===== config.mk =====
export PLATFORM = sky130hd
export DESIGN_NAME = sine_table_interpolator_top
export DESIGN_NICKNAME = d
export VERILOG_FILES = /design/src/hw/rtl/sti_pkg.sv /design/src/hw/rtl/sine_table_interpolator_top.sv
export SDC_FILE = /design/constraint.sdc
export NUM_CORES = 1
export LEC_CHECK = 0
export BUFFER_PORTS_ARGS = -buffer_cell sky130_fd_sc_hd__buf_2
export CORE_ASPECT_RATIO = 0.9
export CORE_MARGIN = 8
export CORE_UTILIZATION = 31
export DETAILED_ROUTE_END_ITERATION = 12
export PLACE_DENSITY_LB_ADDON = 0.08
export SKIP_CTS_REPAIR_TIMING = 1
export SLEW_MARGIN = 30
export SYNTH_ARGS = -nofsm -noshare
export SYNTH_HDL_FRONTEND = slang
export SYNTH_SLANG_ARGS = --single-unit

===== constraint.sdc =====
create_clock -name aclk -period 9.65 [get_ports aclk]
set_input_delay 2.895 -clock aclk [delete_from_list [all_inputs] [get_ports aclk]]
set_output_delay 2.895 -clock aclk [all_outputs]
set_load 0.05 [all_outputs]

===== src/hw/rtl/sti_pkg.sv =====
// sti_pkg: shared constants, angle geometry and the quarter-wave sine table
// for the sine table interpolator
// no dependencies
package sti_pkg;

    localparam int ANGLE_WIDTH   = 18;
    localparam int SINE_WIDTH    = 16;
    localparam int DEG_WIDTH     = 9;
    localparam int QW_IDX_WIDTH  = 7;
    localparam int QW_ROM_DEPTH  = 91;

    localparam int QUARTER_TURN_DEG = 90;
    localparam int HALF_TURN_DEG    = 180;
    localparam int FULL_TURN_DEG    = 360;
    localparam int LAST_DEG         = 359;

    // pi in unsigned q30
    localparam logic [63:0] PI_Q30  = 64'd3373259426;
    localparam logic [63:0] ONE_Q30 = 64'd1073741824;

    typedef logic [SINE_WIDTH-1:0] qw_rom_t [QW_ROM_DEPTH];

    // seventh-order taylor polynomial per whole degree, evaluated at elaboration
    function automatic qw_rom_t qw_rom_build();
        qw_rom_t     rom;
        logic [63:0] x;
        logic [63:0] x2;
        logic [63:0] t;
        logic [63:0] s;
        for (int i = 0; i < QW_ROM_DEPTH; i++) begin
            x  = (64'(i) * PI_Q30) / 64'd180;
            x2 = (x * x) >> 30;
            t  = ONE_Q30 - x2 / 64'd42;
            t  = ONE_Q30 - ((x2 * t) >> 30) / 64'd20;
            t  = ONE_Q30 - ((x2 * t) >> 30) / 64'd6;
            s  = (x * t) >> 30;
            rom[i] = SINE_WIDTH'((s + 64'd16384) >> 15);
        end
        return rom;
    endfunction

    localparam qw_rom_t QW_ROM = qw_rom_build();

endpackage


===== src/hw/rtl/sine_table_interpolator_top.sv =====
// sine_table_interpolator_top: angle in fixed-point degrees to q1.15 sine,
// quarter-wave table lookup with linear interpolation, four register stages
// depends on sti_pkg
//
// Takes a signed angle in degrees with ANGLE_FRAC_BITS fraction bits and returns
// its sine in signed q1.15. Whole degrees come straight from a 91-entry
// quarter-wave table, mirrored past 90 degrees and negated past 180 degrees;
// fractional angles are linearly interpolated between the two neighboring whole
// degrees, rounded to nearest with ties upward, and the neighbor of 359 wraps
// to 0. Angles below 0 or at 360 degrees and above give 0 with out_of_range set.
// One angle is accepted every clock cycle unless back-pressure has filled the
// pipeline; its result passes the stages decode and fold, table read, difference
// times fraction, and the rounding add, each of them registered.
// Back-pressure on the result channel holds the pipeline in place without
// losing items.
module sine_table_interpolator_top #(
    parameter int ANGLE_FRAC_BITS = 8
) (
    input  logic                                 aclk,
    input  logic                                 aresetn,
    input  logic                                 s_valid,
    output logic                                 s_ready,
    input  logic signed [sti_pkg::ANGLE_WIDTH-1:0] s_angle,
    output logic                                 m_valid,
    input  logic                                 m_ready,
    output logic signed [sti_pkg::SINE_WIDTH-1:0]  m_sine_value,
    output logic                                 m_out_of_range
);

    localparam int ANGLE_LIMIT = sti_pkg::FULL_TURN_DEG << ANGLE_FRAC_BITS;
    localparam int Y_W         = sti_pkg::SINE_WIDTH + 1;
    localparam int D_W         = Y_W + 1;
    localparam int PROD_W      = D_W + ANGLE_FRAC_BITS + 1;
    localparam int SUM_W       = PROD_W + 2;
    localparam int HALF_LSB    = 1 << (ANGLE_FRAC_BITS - 1);

    typedef struct packed {
        logic [sti_pkg::QW_IDX_WIDTH-1:0] idx;
        logic                             neg;
    } fold_t;

    // map a whole degree 0..359 onto a table index and a sign
    function automatic fold_t fold_degree(input logic [sti_pkg::DEG_WIDTH-1:0] k);
        fold_t                          r;
        logic [sti_pkg::DEG_WIDTH-1:0] kk;
        kk = k;
        r.neg = 1'b0;
        if (k <= sti_pkg::DEG_WIDTH'(sti_pkg::QUARTER_TURN_DEG)) begin
            kk = k;
        end else if (k <= sti_pkg::DEG_WIDTH'(sti_pkg::HALF_TURN_DEG)) begin
            kk = sti_pkg::DEG_WIDTH'(sti_pkg::HALF_TURN_DEG) - k;
        end else begin
            kk = k - sti_pkg::DEG_WIDTH'(sti_pkg::HALF_TURN_DEG);
            if (kk > sti_pkg::DEG_WIDTH'(sti_pkg::QUARTER_TURN_DEG)) begin
                kk = sti_pkg::DEG_WIDTH'(sti_pkg::HALF_TURN_DEG) - kk;
            end
            r.neg = 1'b1;
        end
        r.idx = kk[sti_pkg::QW_IDX_WIDTH-1:0];
        return r;
    endfunction

    // stage enables, back to front
    logic en1, en2, en3, en4;

    // stage 1: range check and fold
    logic                       v1_reg;
    fold_t                      lo1_reg, lo1_next;
    fold_t                      hi1_reg, hi1_next;
    logic [ANGLE_FRAC_BITS-1:0] f1_reg, f1_next;
    logic                       oor1_reg, oor1_next;

    // stage 2: table read
    logic                       v2_reg;
    logic signed [Y_W-1:0]      y0_2_reg, y0_2_next;
    logic signed [Y_W-1:0]      y1_2_reg, y1_2_next;
    logic [ANGLE_FRAC_BITS-1:0] f2_reg;
    logic                       oor2_reg;

    // stage 3: slope times fraction
    logic                       v3_reg;
    logic signed [Y_W-1:0]      y0_3_reg;
    logic signed [PROD_W-1:0]   prod3_reg, prod3_next;
    logic                       oor3_reg;

    // stage 4: rounding add, output word
    logic                       v4_reg;
    logic signed [sti_pkg::SINE_WIDTH-1:0] sine4_reg, sine4_next;
    logic                       oor4_reg;

    assign en4     = !v4_reg || m_ready;
    assign en3     = !v3_reg || en4;
    assign en2     = !v2_reg || en3;
    assign en1     = !v1_reg || en2;
    assign s_ready = en1;

    always_comb begin
        logic signed [31:0]             a_ext;
        logic signed [31:0]             k_full;
        logic [sti_pkg::DEG_WIDTH-1:0]  k0;
        logic [sti_pkg::DEG_WIDTH-1:0]  k1;
        a_ext     = 32'(s_angle);
        k_full    = a_ext >>> ANGLE_FRAC_BITS;
        k0        = k_full[sti_pkg::DEG_WIDTH-1:0];
        k1        = (k0 == sti_pkg::DEG_WIDTH'(sti_pkg::LAST_DEG)) ? '0 :
                    k0 + sti_pkg::DEG_WIDTH'(1);
        oor1_next = (a_ext < 0) || (a_ext >= ANGLE_LIMIT);
        lo1_next  = fold_degree(k0);
        hi1_next  = fold_degree(k1);
        f1_next   = s_angle[ANGLE_FRAC_BITS-1:0];
    end

    always_comb begin
        logic signed [Y_W-1:0] e0;
        logic signed [Y_W-1:0] e1;
        e0 = signed'(Y_W'(sti_pkg::QW_ROM[lo1_reg.idx]));
        e1 = signed'(Y_W'(sti_pkg::QW_ROM[hi1_reg.idx]));
        y0_2_next = lo1_reg.neg ? -e0 : e0;
        y1_2_next = hi1_reg.neg ? -e1 : e1;
    end

    always_comb begin
        logic signed [D_W-1:0]    d;
        logic signed [PROD_W-1:0] fs;
        d          = D_W'(y1_2_reg) - D_W'(y0_2_reg);
        fs         = signed'(PROD_W'(f2_reg));
        prod3_next = PROD_W'(d) * fs;
    end

    always_comb begin
        logic signed [SUM_W-1:0] sum;
        logic signed [SUM_W-1:0] q;
        sum = (SUM_W'(y0_3_reg) <<< ANGLE_FRAC_BITS) + SUM_W'(prod3_reg)
              + SUM_W'(HALF_LSB);
        q   = sum >>> ANGLE_FRAC_BITS;
        sine4_next = oor3_reg ? '0 : q[sti_pkg::SINE_WIDTH-1:0];
    end

    // valid bits
    always_ff @(posedge aclk) begin
        if (!aresetn) begin
            v1_reg <= 1'b0;
            v2_reg <= 1'b0;
            v3_reg <= 1'b0;
            v4_reg <= 1'b0;
        end else begin
            if (en1) v1_reg <= s_valid;
            if (en2) v2_reg <= v1_reg;
            if (en3) v3_reg <= v2_reg;
            if (en4) v4_reg <= v3_reg;
        end
    end

    // data path
    always_ff @(posedge aclk) begin
        if (en1) begin
            lo1_reg  <= lo1_next;
            hi1_reg  <= hi1_next;
            f1_reg   <= f1_next;
            oor1_reg <= oor1_next;
        end
        if (en2) begin
            y0_2_reg <= y0_2_next;
            y1_2_reg <= y1_2_next;
            f2_reg   <= f1_reg;
            oor2_reg <= oor1_reg;
        end
        if (en3) begin
            y0_3_reg  <= y0_2_reg;
            prod3_reg <= prod3_next;
            oor3_reg  <= oor2_reg;
        end
        if (en4) begin
            sine4_reg <= sine4_next;
            oor4_reg  <= oor3_reg;
        end
    end

    assign m_valid        = v4_reg;
    assign m_sine_value   = sine4_reg;
    assign m_out_of_range = oor4_reg;

endmodule


# Yosys cells after proc, flatten, opt, wreduce, memory -nomap -nowiden
# Memories as Yosys holds them, arrays and structs flattened.
# Index checks and enable logic that the tools add are counted.
dict set report totals {
  mem_count 2
  latchBits 0
  ram_bits 0
  romBits 4096
  register_bits 130
  in_bits 22
  elab_cells 73
}
dict set report classes {
  bitwise_logic 2
  shifts 0
  n_div 0
  n_eq_ne 1
  reduce_logical 9
  n_lt_le_gt_ge 10
  muxes 15
  multipliers 1
  n_addsub 12
}
# memory depth word_bits rd rd_ports_with_merged_regs wr line_no
set memory_table {}
lappend memory_table {{(name not given)} 128 16 1 0 0 sine_table_interpolator_top.sv:117} ;# e1 = signed'(Y_W'(sti_pkg::QW_ROM[hi1_reg.idx]));
lappend memory_table {{(name not given)} 128 16 1 0 0 sine_table_interpolator_top.sv:116} ;# e0 = signed'(Y_W'(sti_pkg::QW_ROM[lo1_reg.idx]));
# cell n
set ops {}
lappend ops {{$mux W16} 6}
lappend ops {{$mux W7} 6}
lappend ops {{$neg A16 Y17} 2}
lappend ops {{$sub A6 B7 Y7 const A} 4}
lappend ops {{$add A24 B24 Y24} 1}
lappend ops {{$add A24 B9 Y24 const B} 1}
lappend ops {{$mul A18 B9 Y24} 1}
lappend ops {{$ge A18 B18 Y1 const B} 1}
lappend ops {{$gt A9 B7 Y1 const B} 2}
lappend ops {{$le A9 B7 Y1 const B} 2}
lappend ops {{$le A9 B8 Y1 const B} 2}
lappend ops {{$lt A18 B1 Y1 const B} 1}
lappend ops {{$sub A17 B17 Y18} 1}
lappend ops {{$sub A9 B8 Y9 const B} 2}
lappend ops {{$ge A8 B8 Y1 const B} 2}
lappend ops {{$not A7 Y8} 2}
lappend ops {{$add A9 B1 Y9 const B} 1}
lappend ops {{$eq A9 B9 Y1 const B} 1}
lappend ops {{$mux W9} 1}
lappend ops {{$logic_or A1 B1 Y1} 5}
lappend ops {{$logic_not A1 Y1} 4}
lappend ops {{$mux W1} 2}

# Longest topological paths before layout
# Gate-level depths: netlist of the first run.
dict set report depth {
  word_depth 7
  mapped_depth 29
}

# Worst setup path before layout of the first run
# OpenSTA, ideal clock, no wires.
dict set report synth_path {
  path_kind {input to output}
  from {input m_ready}
  to {output s_ready}
  n_path_buf 0
  slack_ns 2.713
  stages 3
  arrival_ns 4.042
  path_cell_list {nor2b_1 and3_1 nand2_1}
}
dict set report synth_via {
  elab_chain_cells 4
}
# element line_no
set synth_rtl {}
lappend synth_rtl {{start: declaration} sine_table_interpolator_top.sv:25} ;# input logic m_ready,
lappend synth_rtl {{$logic_or A1 B1 Y1} sine_table_interpolator_top.sv:91} ;# assign en4 = !v4_reg || m_ready;
lappend synth_rtl {{$logic_or A1 B1 Y1} sine_table_interpolator_top.sv:92} ;# assign en3 = !v3_reg || en4;
lappend synth_rtl {{$logic_or A1 B1 Y1} sine_table_interpolator_top.sv:93} ;# assign en2 = !v2_reg || en3;
lappend synth_rtl {{$logic_or A1 B1 Y1} sine_table_interpolator_top.sv:94} ;# assign en1 = !v1_reg || en2;
lappend synth_rtl {{end: declaration} sine_table_interpolator_top.sv:22} ;# output logic s_ready,
# No other way between the ends.

# Final worst setup path of the first run
dict set report layout_path {
  from {register y0_2_reg[2]}
  to {register prod3_reg[21], data pin}
}
dict set report layout_via {
  elab_chain_cells 2
}
# element line_no
set layout_rtl {}
lappend layout_rtl {{start: declaration} sine_table_interpolator_top.sv:75} ;# logic signed [Y_W-1:0] y0_2_reg, y0_2_next;
lappend layout_rtl {{start signal: assignment} sine_table_interpolator_top.sv:163} ;# y0_2_reg <= y0_2_next;
lappend layout_rtl {{$sub A17 B17 Y18} sine_table_interpolator_top.sv:125} ;# d = D_W'(y1_2_reg) - D_W'(y0_2_reg);
lappend layout_rtl {{$mul A18 B9 Y24} sine_table_interpolator_top.sv:127} ;# prod3_next = PROD_W'(d) * fs;
lappend layout_rtl {{named net prod3_next[21]} sine_table_interpolator_top.sv:83} ;# logic signed [PROD_W-1:0] prod3_reg, prod3_next;
lappend layout_rtl {{end signal: assignment} sine_table_interpolator_top.sv:170} ;# prod3_reg <= prod3_next;
lappend layout_rtl {{end: declaration} sine_table_interpolator_top.sv:83}
# The timed path passes the listed nets, and every way through them passes these cells.
# A chain may end at the register's enable or synchronous reset.

==> summary.md, run 1 <==
| Metric | Value |
|---|---|
| Post-DP HPWL | `34300 um` |
| CP Data Arrival Time | `7.62 ns` |
| Fin crit period | `7.46 ns` |
| Multi-input logic area | `10600 um2` |
| Outcome | `finished, final reports clean` |
| Clock Skew | `0.0118 ns` |
| Synth Flop Type | `edfxtp_1` |
| Via/cell ratio | `5.19` |
| Antenna-violating nets left | `0` |
| Initial antenna violation count | `2` |
| Cell taking the most area after synthesis | `edfxtp_1` |
| Yosys top cell area share | `0.230` |
| Core area | `49200 um2` |
| Worst R2R Path Depth | `26` |
| I/O Buffers | `40` |
| Slew at the pin closest to its max-slew limit | `0.979 ns` |
| Slew Viols, Final | `0` |
| Fraction of layout cells with a size suffix above 1 | `0.0724` |
| Syn avg cell area | `8.70 um2` |
| Post-synth top cells | `inv_1, nand2_1, edfxtp_1` |
| Reg2Reg Setup Slack | `2.19 ns` |
| Number of global-route vias before repair | `12800` |
| Final setup viols | `0` |
| Final Instance Area | `16900 um2` |
| Highest Clock Rate | `134 MHz` |
| Final period utilization | `0.773` |
| Total track usage | `0.158` |
| Hold endpoint | `f2_reg[3]$_DFFE_PP_` |
| Synth Cell Area | `15500 um2` |
| Post-layout util | `0.343` |
| CTS sink cnt | `123` |
| Distinct cell type count after synthesis | `85` |
| Largest net degree at the start of global routing | `74` |
| First-iteration detailed-routing DRC count | `945` |
| CTS tree | `yes` |
| Min-Delay Path Class | `reg -> reg` |
| Worst endpoint required time | `9.82 ns` |
| Max-cap violations | `0` |
| Gate Count Post-Synth | `1782` |
| Hold path depth | `0` |
| YS warnings | `0` |
| Fillers | `5121` |
| Post-synthesis sequential area ratio | `0.236` |
| Reg-to-Reg Start | `y0_2_reg[2]$_DFFE_PP_` |
| Die Y | `228 um` |
| Placer congestion estimate | `0.848` |
| Setup TNS | `0 ns` |
| Drt drc | `0` |
| Synth Register Bits | `123` |
| CTS clock-pin slew for the worst setup and hold paths | `0.07 ns` |
| Max clock buf depth | `2` |
| Top-count cell post-synth | `inv_1` |
| Die ar. | `57400 um2` |
| Num ports | `41` |
| First-pass GRT wire length | `73600 um` |
| Number of synthesized flops with an enable pin | `119` |
| Total gr overflow | `0` |
| Row count | `77` |
| Worst slew margin | `0.347` |
| Routed wire length | `45600 um` |
| Vias | `12700` |
| Total CTS buffers | `17` |
| Critical path class | `reg -> reg` |
| # H-tree levels | `4` |
| Initial core utilization | `0.315` |
| DR pass1 iterations | `5` |
| CP max FO | `8` |
| FF+latch area | `3650 um2` |
| CP Capture Type | `flip-flop` |
| R2R Path End | `prod3_reg[21]$_DFFE_PP_` |
| RSZ-0062 raised after global routing | `false` |
| Placed Instance Area | `16200 um2` |
| P&R area growth vs syn | `8.80%` |
| Fin nets | `1988` |
| Root buf cell | `clkbuf_16` |
| Top cells by area, synth | `edfxtp_1, fa_1, ha_1, inv_1, nand2_1` |
| DIE WIDTH | `252 um` |
| Min-delay src | `f1_reg[3]$_DFFE_PP_` |
| Asr flop ratio synth | `0` |
| Clock Latency Late Sink | `0.43 ns` |
| Setup crit start kind | `flip-flop` |
| Syn nets | `2016` |
| Routed WL per cell | `18.7 um` |
| Hold Fails Final Rpt | `0` |
-- through the flow --
stage          worst slack, ns  std cells  hold slack [ns]
2_1_floorplan             2.71       1782            0.400
3_3_place_gp              2.24       2406            0.408
3_5_place_dp              2.16       2406            0.406
4_1_cts                   2.12       2438            0.418
5_1_grt                   1.67       2438            0.427
6_report                  2.19       2439            0.417
-- cells by family (layout without fill, tap and decap cells) --
logic type | Yosys count | count (layout) | synth area share
muxes | 40 | 40 | 0.0400
AOI/OAI and AO/OA | 421 | 421 | 0.183
and+or+nand+nor | 573 | 573 | 0.184
buffers and inverters | 312 | 297 | 0.0779
DFF | 123 | 123 | 0.236
adders and majority gates | 213 | 213 | 0.223
xor gates and xnor gates | 100 | 100 | 0.0565
other | 0 | 1 | 0
-- layer usage --
metal / global-route usage / wire length (um) / vias to the layer above
met4: 0.0240 / 420 / 0
met2: 0.257 / 21400 / 293
met5: 0 / 0 / -
met1: 0.224 / 21900 / 6182
li1: - / - / 6150
met3: 0.0233 / 1880 / 32
-- worst max path at each step --
| stage | slack, ns | end | cells past startpoint | startpoint |
|---|---|---|---|---|
| CTS | 2.12 | prod3_reg[21]$_DFFE_PP_ | 27 | y1_2_reg[0]$_DFFE_PP_ |
| finish | 2.19 | prod3_reg[21]$_DFFE_PP_ | 26 | y0_2_reg[2]$_DFFE_PP_ |
| detailed placement | 2.16 | prod3_reg[21]$_DFFE_PP_ | 26 | y0_2_reg[2]$_DFFE_PP_ |
| floorplan | 2.71 | s_ready | 3 | m_ready |
| global route | 1.67 | prod3_reg[21]$_DFFE_PP_ | 27 | y1_2_reg[0]$_DFFE_PP_ |
| global placement | 2.24 | prod3_reg[21]$_DFFE_PP_ | 27 | y1_2_reg[0]$_DFFE_PP_ |
-- worst max-delay path: stages, from the launching register on --
cell	delay [ns]
edfxtp_1	0.35
inv_1	0.05
ha_1	0.34
nor2b_1	0.16
o21a_1	0.17
o21ai_0	0.30
a21oi_1	0.18
o31ai_1	0.26
nand2b_1	0.12
a21o_1	0.19
a21oi_1	0.70
mux2_2	0.43
fa_1	0.50
inv_1	0.05
fa_1	0.47
fa_1	0.49
inv_1	0.05
fa_1	0.52
inv_1	0.04
ha_1	0.33
a21o_1	0.19
a21o_1	0.17
a221o_1	0.30
and2_1	0.20
or3_1	0.35
a21oi_1	0.17
xnor2_1	0.10
-- cells in the final DEF, fill, tap and decap left out, drive strengths merged, types with 34 or more instances in the layout --
| master | count |
|---|---|
| nand2b | 50 |
| nand2 | 177 |
| xor2 | 34 |
| fa | 106 |
| xnor2 | 66 |
| a21oi | 84 |
| and2 | 77 |
| buf | 53 |
| edfxtp | 119 |
| nor2b | 37 |
| ha | 106 |
| inv | 211 |
| o21ai | 92 |
| nor2 | 106 |
-- cell type report --
cell class                 count  area share
antenna                        1    0.000148
clock buffer                  19      0.0263
tap                          671      0.0498
inverter                     212      0.0473
multi-input combinational   1347       0.631
timing repair buffer          53      0.0177
sequential                   123       0.217
clock inverter                13      0.0113
Power of run 1 is not shown: default switching activity piles up to over one toggle a cycle in this logic, so the estimate is an artifact.
==> run 2: changes to the inputs <==
clock period = 7 ns   (was 9.65 ns; I/O delays follow)
==> run 2 against run 1 <==
  * Register-to-register slack lost 2.0 ns
  * Die area is the same
  * Sequential share of layout area shrank 0.55 points
  * Worst hold slack gained 0.00073 ns
  * Largest cell class unchanged
==> summary.md, run 2 (same netlist as run 1, synthesis figures left out) <==
| Metric | Value |
|---|---|
| Outcome | `finished, final reports clean (unchanged)` |
| Routed WL per cell | `18.6 um (was 18.7 um)` |
| CP max FO | `8 (unchanged)` |
| CP Data Arrival Time | `6.96 ns (was 7.62 ns)` |
| Crit path buffers/inverters | `3 (was 4)` |
| Crit-path leading delay family | `adder cells (unchanged)` |
| Slowest CP cell | `fa_1 (was a21oi_1)` |
| Initial core utilization | `0.315 (unchanged)` |
| Hold Fails Final Rpt | `0 (unchanged)` |
| I/O Buffers | `40 (unchanged)` |
| Slew Viols, Final | `0 (unchanged)` |
| Dpl cells | `2439 (was 2406)` |
| Clock Latency Late Sink | `0.43 ns (about the same)` |
| Hold WS | `0.418 ns (was 0.417 ns)` |
| Worst endpoint required time | `7.17 ns (was 9.82 ns)` |
| Worst slew margin | `0.344 (was 0.347)` |
| Final period utilization | `0.969 (was 0.773)` |
| Placer congestion estimate | `0.887 (was 0.848)` |
| Routed wire length | `46200 um (was 45600 um)` |
| Die ar. | `57400 um2 (unchanged)` |
| DIE WIDTH | `252 um (unchanged)` |
| Initial antenna violation count | `0 (was 2)` |
| Slew at the pin closest to its max-slew limit | `0.984 ns (was 0.979 ns)` |
| DR pass1 iterations | `6 (was 5)` |
| Fillers | `5079 (was 5121)` |
| Drt drc | `0 (unchanged)` |
| Number of global-route vias before repair | `12600 (was 12800)` |
| # H-tree levels | `4 (unchanged)` |
| Fin nets | `2027 (was 1988)` |
| First-iteration detailed-routing DRC count | `1116 (was 945)` |
| Total CTS buffers | `17 (unchanged)` |
| Vias | `12900 (was 12700)` |
| Max clock buf depth | `2 (unchanged)` |
| P&R area growth vs syn | `11.6% (was 8.80%)` |
| Commonest non-fill, non-tap cells in the layout | `inv_1, nand2_1, edfxtp_1, nor2_1, fa_1 (was inv_1, nand2_1, edfxtp_1, fa_1, ha_1)` |
| Largest net degree at the start of global routing | `74 (unchanged)` |
| Min-Delay Path Class | `reg -> reg (unchanged)` |
| Post-DP HPWL | `35200 um (was 34300 um)` |
| Core area | `49200 um2 (unchanged)` |
| Row count | `77 (unchanged)` |
| Total gr overflow | `0 (unchanged)` |
| Ant diodes | `0 (was 1)` |
| Fin crit period | `6.79 ns (was 7.46 ns)` |
| Setup crit start kind | `flip-flop (unchanged)` |
| Critical path class | `reg -> reg (unchanged)` |
| CTS tree | `yes (unchanged)` |
| Via/cell ratio | `5.19 (about the same)` |
| CP max stage delay | `0.59 ns (was 0.70 ns)` |
| Die Y | `228 um (unchanged)` |
| First-pass GRT wire length | `73400 um (was 73600 um)` |
| CP dominant cell by count | `fa_1` |
| Non-Filler Instances | `2476 (was 2439)` |
| Most common cell after layout, fill and taps aside | `inv_1 (unchanged)` |
| Highest Clock Rate | `147 MHz (was 134 MHz)` |
| Clock Skew | `0.0137 ns (was 0.0118 ns)` |
| Fraction of layout cells with a size suffix above 1 | `0.108 (was 0.0724)` |
| Total track usage | `0.159 (was 0.158)` |
| Num ports | `41 (unchanged)` |
| Final setup viols | `0 (unchanged)` |
| CTS clock-pin slew for the worst setup and hold paths | `0.06 ns (was 0.07 ns)` |
| CP Capture Type | `flip-flop (unchanged)` |
| CTS sink cnt | `123 (unchanged)` |
| Max-cap violations | `0 (unchanged)` |
| Antenna-violating nets left | `0 (unchanged)` |
| Root buf cell | `clkbuf_16 (unchanged)` |
| Reg2Reg Setup Slack | `0.21 ns (was 2.19 ns)` |
[run 2: worst paths after layout]
kind	cells after the start	to	start
worst max-delay path	26	prod3_reg[21]$_DFFE_PP_	y0_2_reg[0]$_DFFE_PP_
worst min-delay path	0	f2_reg[3]$_DFFE_PP_	f1_reg[3]$_DFFE_PP_
worst max register to register	26	prod3_reg[21]$_DFFE_PP_	y0_2_reg[0]$_DFFE_PP_
worst min register to register	0	f2_reg[3]$_DFFE_PP_	f1_reg[3]$_DFFE_PP_
[run 2: metal layers]
metal  vias to the layer above  GRT usage  wire length (um)
li1                       6219          -                 -
met1                      6299      0.226             22300
met2                       303      0.252             21400
met3                        38     0.0261              1940
met4                         0     0.0302               537
met5                         -          0                 0
[run 2: final cells by class]
type	count	area, um2	share of cell area
Sequential cell	123	3650	0.211
Clock buffer	18	429	0.0248
Clock inverter	13	145	0.00839
Inverter	212	797	0.0460
Timing Repair Buffer	92	591	0.0341
Multi-Input combinational cell	1347	10900	0.627
Tap cell	671	840	0.0485
[run 2: metrics by stage]
stage / util / area (um2) / setup TNS (ns) / worst slack [ns]
CTS: 0.346 / 17100 / -0.208 / -0.133
global placement: 0.335 / 16500 / 0 / 0.0689
detailed placement: 0.335 / 16500 / -0.0342 / -0.0342
global route: 0.352 / 17300 / -0.0200 / -0.0200
finish: 0.352 / 17300 / 0 / 0.214
floorplan: - / 15500 / 0 / 0.138
Power of run 2 is left out for the same reason.
==> run 3: changes to the inputs <==
--- a/config.mk
+++ b/config.mk
@@ -13,5 +13,5 @@
 export PLACE_DENSITY_LB_ADDON = 0.08
 export SKIP_CTS_REPAIR_TIMING = 1
-export SLEW_MARGIN = 30
+export SLEW_MARGIN = 25
 export SYNTH_ARGS = -nofsm -noshare
 export SYNTH_HDL_FRONTEND = slang
==> constraint.sdc (replaced) <==
create_clock -name aclk -period 7 [get_ports aclk]
set_input_delay 0 -clock aclk [delete_from_list [all_inputs] [get_ports aclk]]
set_output_delay 0 -clock aclk [all_outputs]
set_load 0.05 [all_outputs]
==> run 3 against run 2 <==
  * Die area did not move
  * Core utilization rose by 0.11 points
  * Critical endpoint unchanged
  * Worst hold slack got worse by 0.37 ns
  * Maximum frequency rose by 2.7%
  * Sequential share of layout area fell by 0.064 points
  * Global-route usage fell by 0.10 points
  * Via count fell by 0.26%
  * Critical path type unchanged
==> summary.md, run 3 (same netlist as run 1, synthesis figures left out) <==
| Metric | Value |
|---|---|
| Outcome | `finished, final reports clean (unchanged)` |
| Routed WL per cell | `18.5 um (was 18.6 um)` |
| Slew at the pin closest to its max-slew limit | `0.935 ns (was 0.984 ns)` |
| Worst slew margin | `0.377 (was 0.344)` |
| Die ar. | `57400 um2 (unchanged)` |
| Num ports | `41 (unchanged)` |
| First-pass GRT wire length | `72500 um (was 73400 um)` |
| Ant diodes | `0 (unchanged)` |
| P&R area growth vs syn | `12.0% (was 11.6%)` |
| Number of global-route vias before repair | `12500 (was 12600)` |
| Worst endpoint required time | `7.17 ns (about the same)` |
| Via/cell ratio | `5.16 (was 5.19)` |
| I/O Buffers | `40 (unchanged)` |
| CP Data Arrival Time | `6.78 ns (was 6.96 ns)` |
| Max-cap violations | `0 (unchanged)` |
| CP max stage delay | `0.57 ns (was 0.59 ns)` |
| DIE WIDTH | `252 um (unchanged)` |
| Total track usage | `0.158 (was 0.159)` |
| Min-Delay Path Class | `in -> reg (was reg -> reg)` |
| Fin nets | `2037 (was 2027)` |
| Slowest CP cell | `fa_1 (unchanged)` |
| Row count | `77 (unchanged)` |
| Final period utilization | `0.944 (was 0.969)` |
| Slew Viols, Final | `0 (unchanged)` |
| CP max FO | `5 (was 8)` |
| Core area | `49200 um2 (unchanged)` |
| Die Y | `228 um (unchanged)` |
| Antenna-violating nets left | `0 (unchanged)` |
| Routed wire length | `46000 um (was 46200 um)` |
| Reg2Reg Setup Slack | `0.40 ns (was 0.21 ns)` |
| Vias | `12800 (was 12900)` |
| Initial core utilization | `0.315 (unchanged)` |
| CTS sink cnt | `123 (unchanged)` |
| Fin crit period | `6.60 ns (was 6.79 ns)` |
| Initial antenna violation count | `1 (was 0)` |
| Fillers | `5117 (was 5079)` |
| Commonest non-fill, non-tap cells in the layout | `inv_1, nand2_1, edfxtp_1, nor2_1, fa_1 (unchanged)` |
| Total CTS buffers | `17 (unchanged)` |
| Critical path class | `reg -> reg (unchanged)` |
| First-iteration detailed-routing DRC count | `1059 (was 1116)` |
| CTS tree | `yes (unchanged)` |
| Clock Skew | `0.00819 ns (was 0.0137 ns)` |
| Total gr overflow | `0 (unchanged)` |
| Most common cell after layout, fill and taps aside | `inv_1 (unchanged)` |
| Largest net degree at the start of global routing | `74 (unchanged)` |
| Root buf cell | `clkbuf_16 (unchanged)` |
| Hold Fails Final Rpt | `0 (unchanged)` |
| DR pass1 iterations | `5 (was 6)` |
| Setup crit start kind | `flip-flop (unchanged)` |
| Setup TNS | `0 ns (unchanged)` |
| Fraction of layout cells with a size suffix above 1 | `0.103 (was 0.108)` |
| Drt drc | `0 (unchanged)` |
| Highest Clock Rate | `151 MHz (was 147 MHz)` |
| # H-tree levels | `4 (unchanged)` |
| CP Capture Type | `flip-flop (unchanged)` |
| Placer congestion estimate | `0.888 (was 0.887)` |
| Max clock buf depth | `2 (unchanged)` |
| Final setup viols | `0 (unchanged)` |
| Clock Latency Late Sink | `0.43 ns (about the same)` |
| Post-DP HPWL | `35100 um (was 35200 um)` |
| CTS clock-pin slew for the worst setup and hold paths | `0.06 ns (about the same)` |
run 3: cell count changes in the layout (fill, tap and decap cells not counted), moves of 2 or more:
cell	previous run	this run
or3_4	2	0
inv_6	3	0
ha_1	102	104
dlygate4sd3_1	0	14
buf_4	52	48
inv_2	0	2
clkinvlp_4	6	4
or3_1	8	10
run 3: path summary, 6_finish.rpt:
kind / startpoint / endpoint / cells past startpoint
setup / recovery: y1_2_reg[0]$_DFFE_PP_ / prod3_reg[21]$_DFFE_PP_ / 29
hold / removal: s_angle[12] / lo1_reg[5]$_DFFE_PP_ / 2
hold reg to reg: f1_reg[3]$_DFFE_PP_ / f2_reg[3]$_DFFE_PP_ / 0
setup reg to reg: y1_2_reg[0]$_DFFE_PP_ / prod3_reg[21]$_DFFE_PP_ / 29
run 3: area by class of cell:
class                           count  area, um2  share of cell area
Timing Repair Buffer              102        701              0.0404
Inverter                          212        796              0.0458
Tap cell                          671        840              0.0484
Clock inverter                     12        126             0.00728
Clock buffer                       19        433              0.0249
Multi-Input combinational cell   1347      10800               0.623
Sequential cell                   123       3650               0.210
run 3: worst max-delay path: cells and delay by family, from the launching register on:
kind	cells	cell delay (ns)
simple gates	5	0.73
xor+xnor	2	0.21
compound gates	10	1.90
buf+inv	5	0.36
fa+ha+maj	7	2.78
flops	1	0.35
run 3: per-stage QoR:
stage                      util  hold slack [ns]  cell area, um2  instances  worst slack, ns
after global placement    0.335            0.225           16500       2438           0.0277
after floorplan               -           0.0989           15500       1782            0.138
after detailed placement  0.335            0.218           16500       2438          0.00921
final                     0.353           0.0470           17400       2486            0.395
after global routing      0.353           0.0502           17400       2486         -0.00759
after CTS                 0.346           -0.239           17000       2469          -0.0430
run 3: routing by layer:
metal | track usage | part of all wire | vias up
met5 | 0 | 0 | -
met4 | 0.0342 | 0.016 | 0
met3 | 0.0230 | 0.044 | 49
met2 | 0.246 | 0.45 | 350
met1 | 0.228 | 0.49 | 6190
li1 | - | - | 6237
Power of run 3 is left out for the same reason.
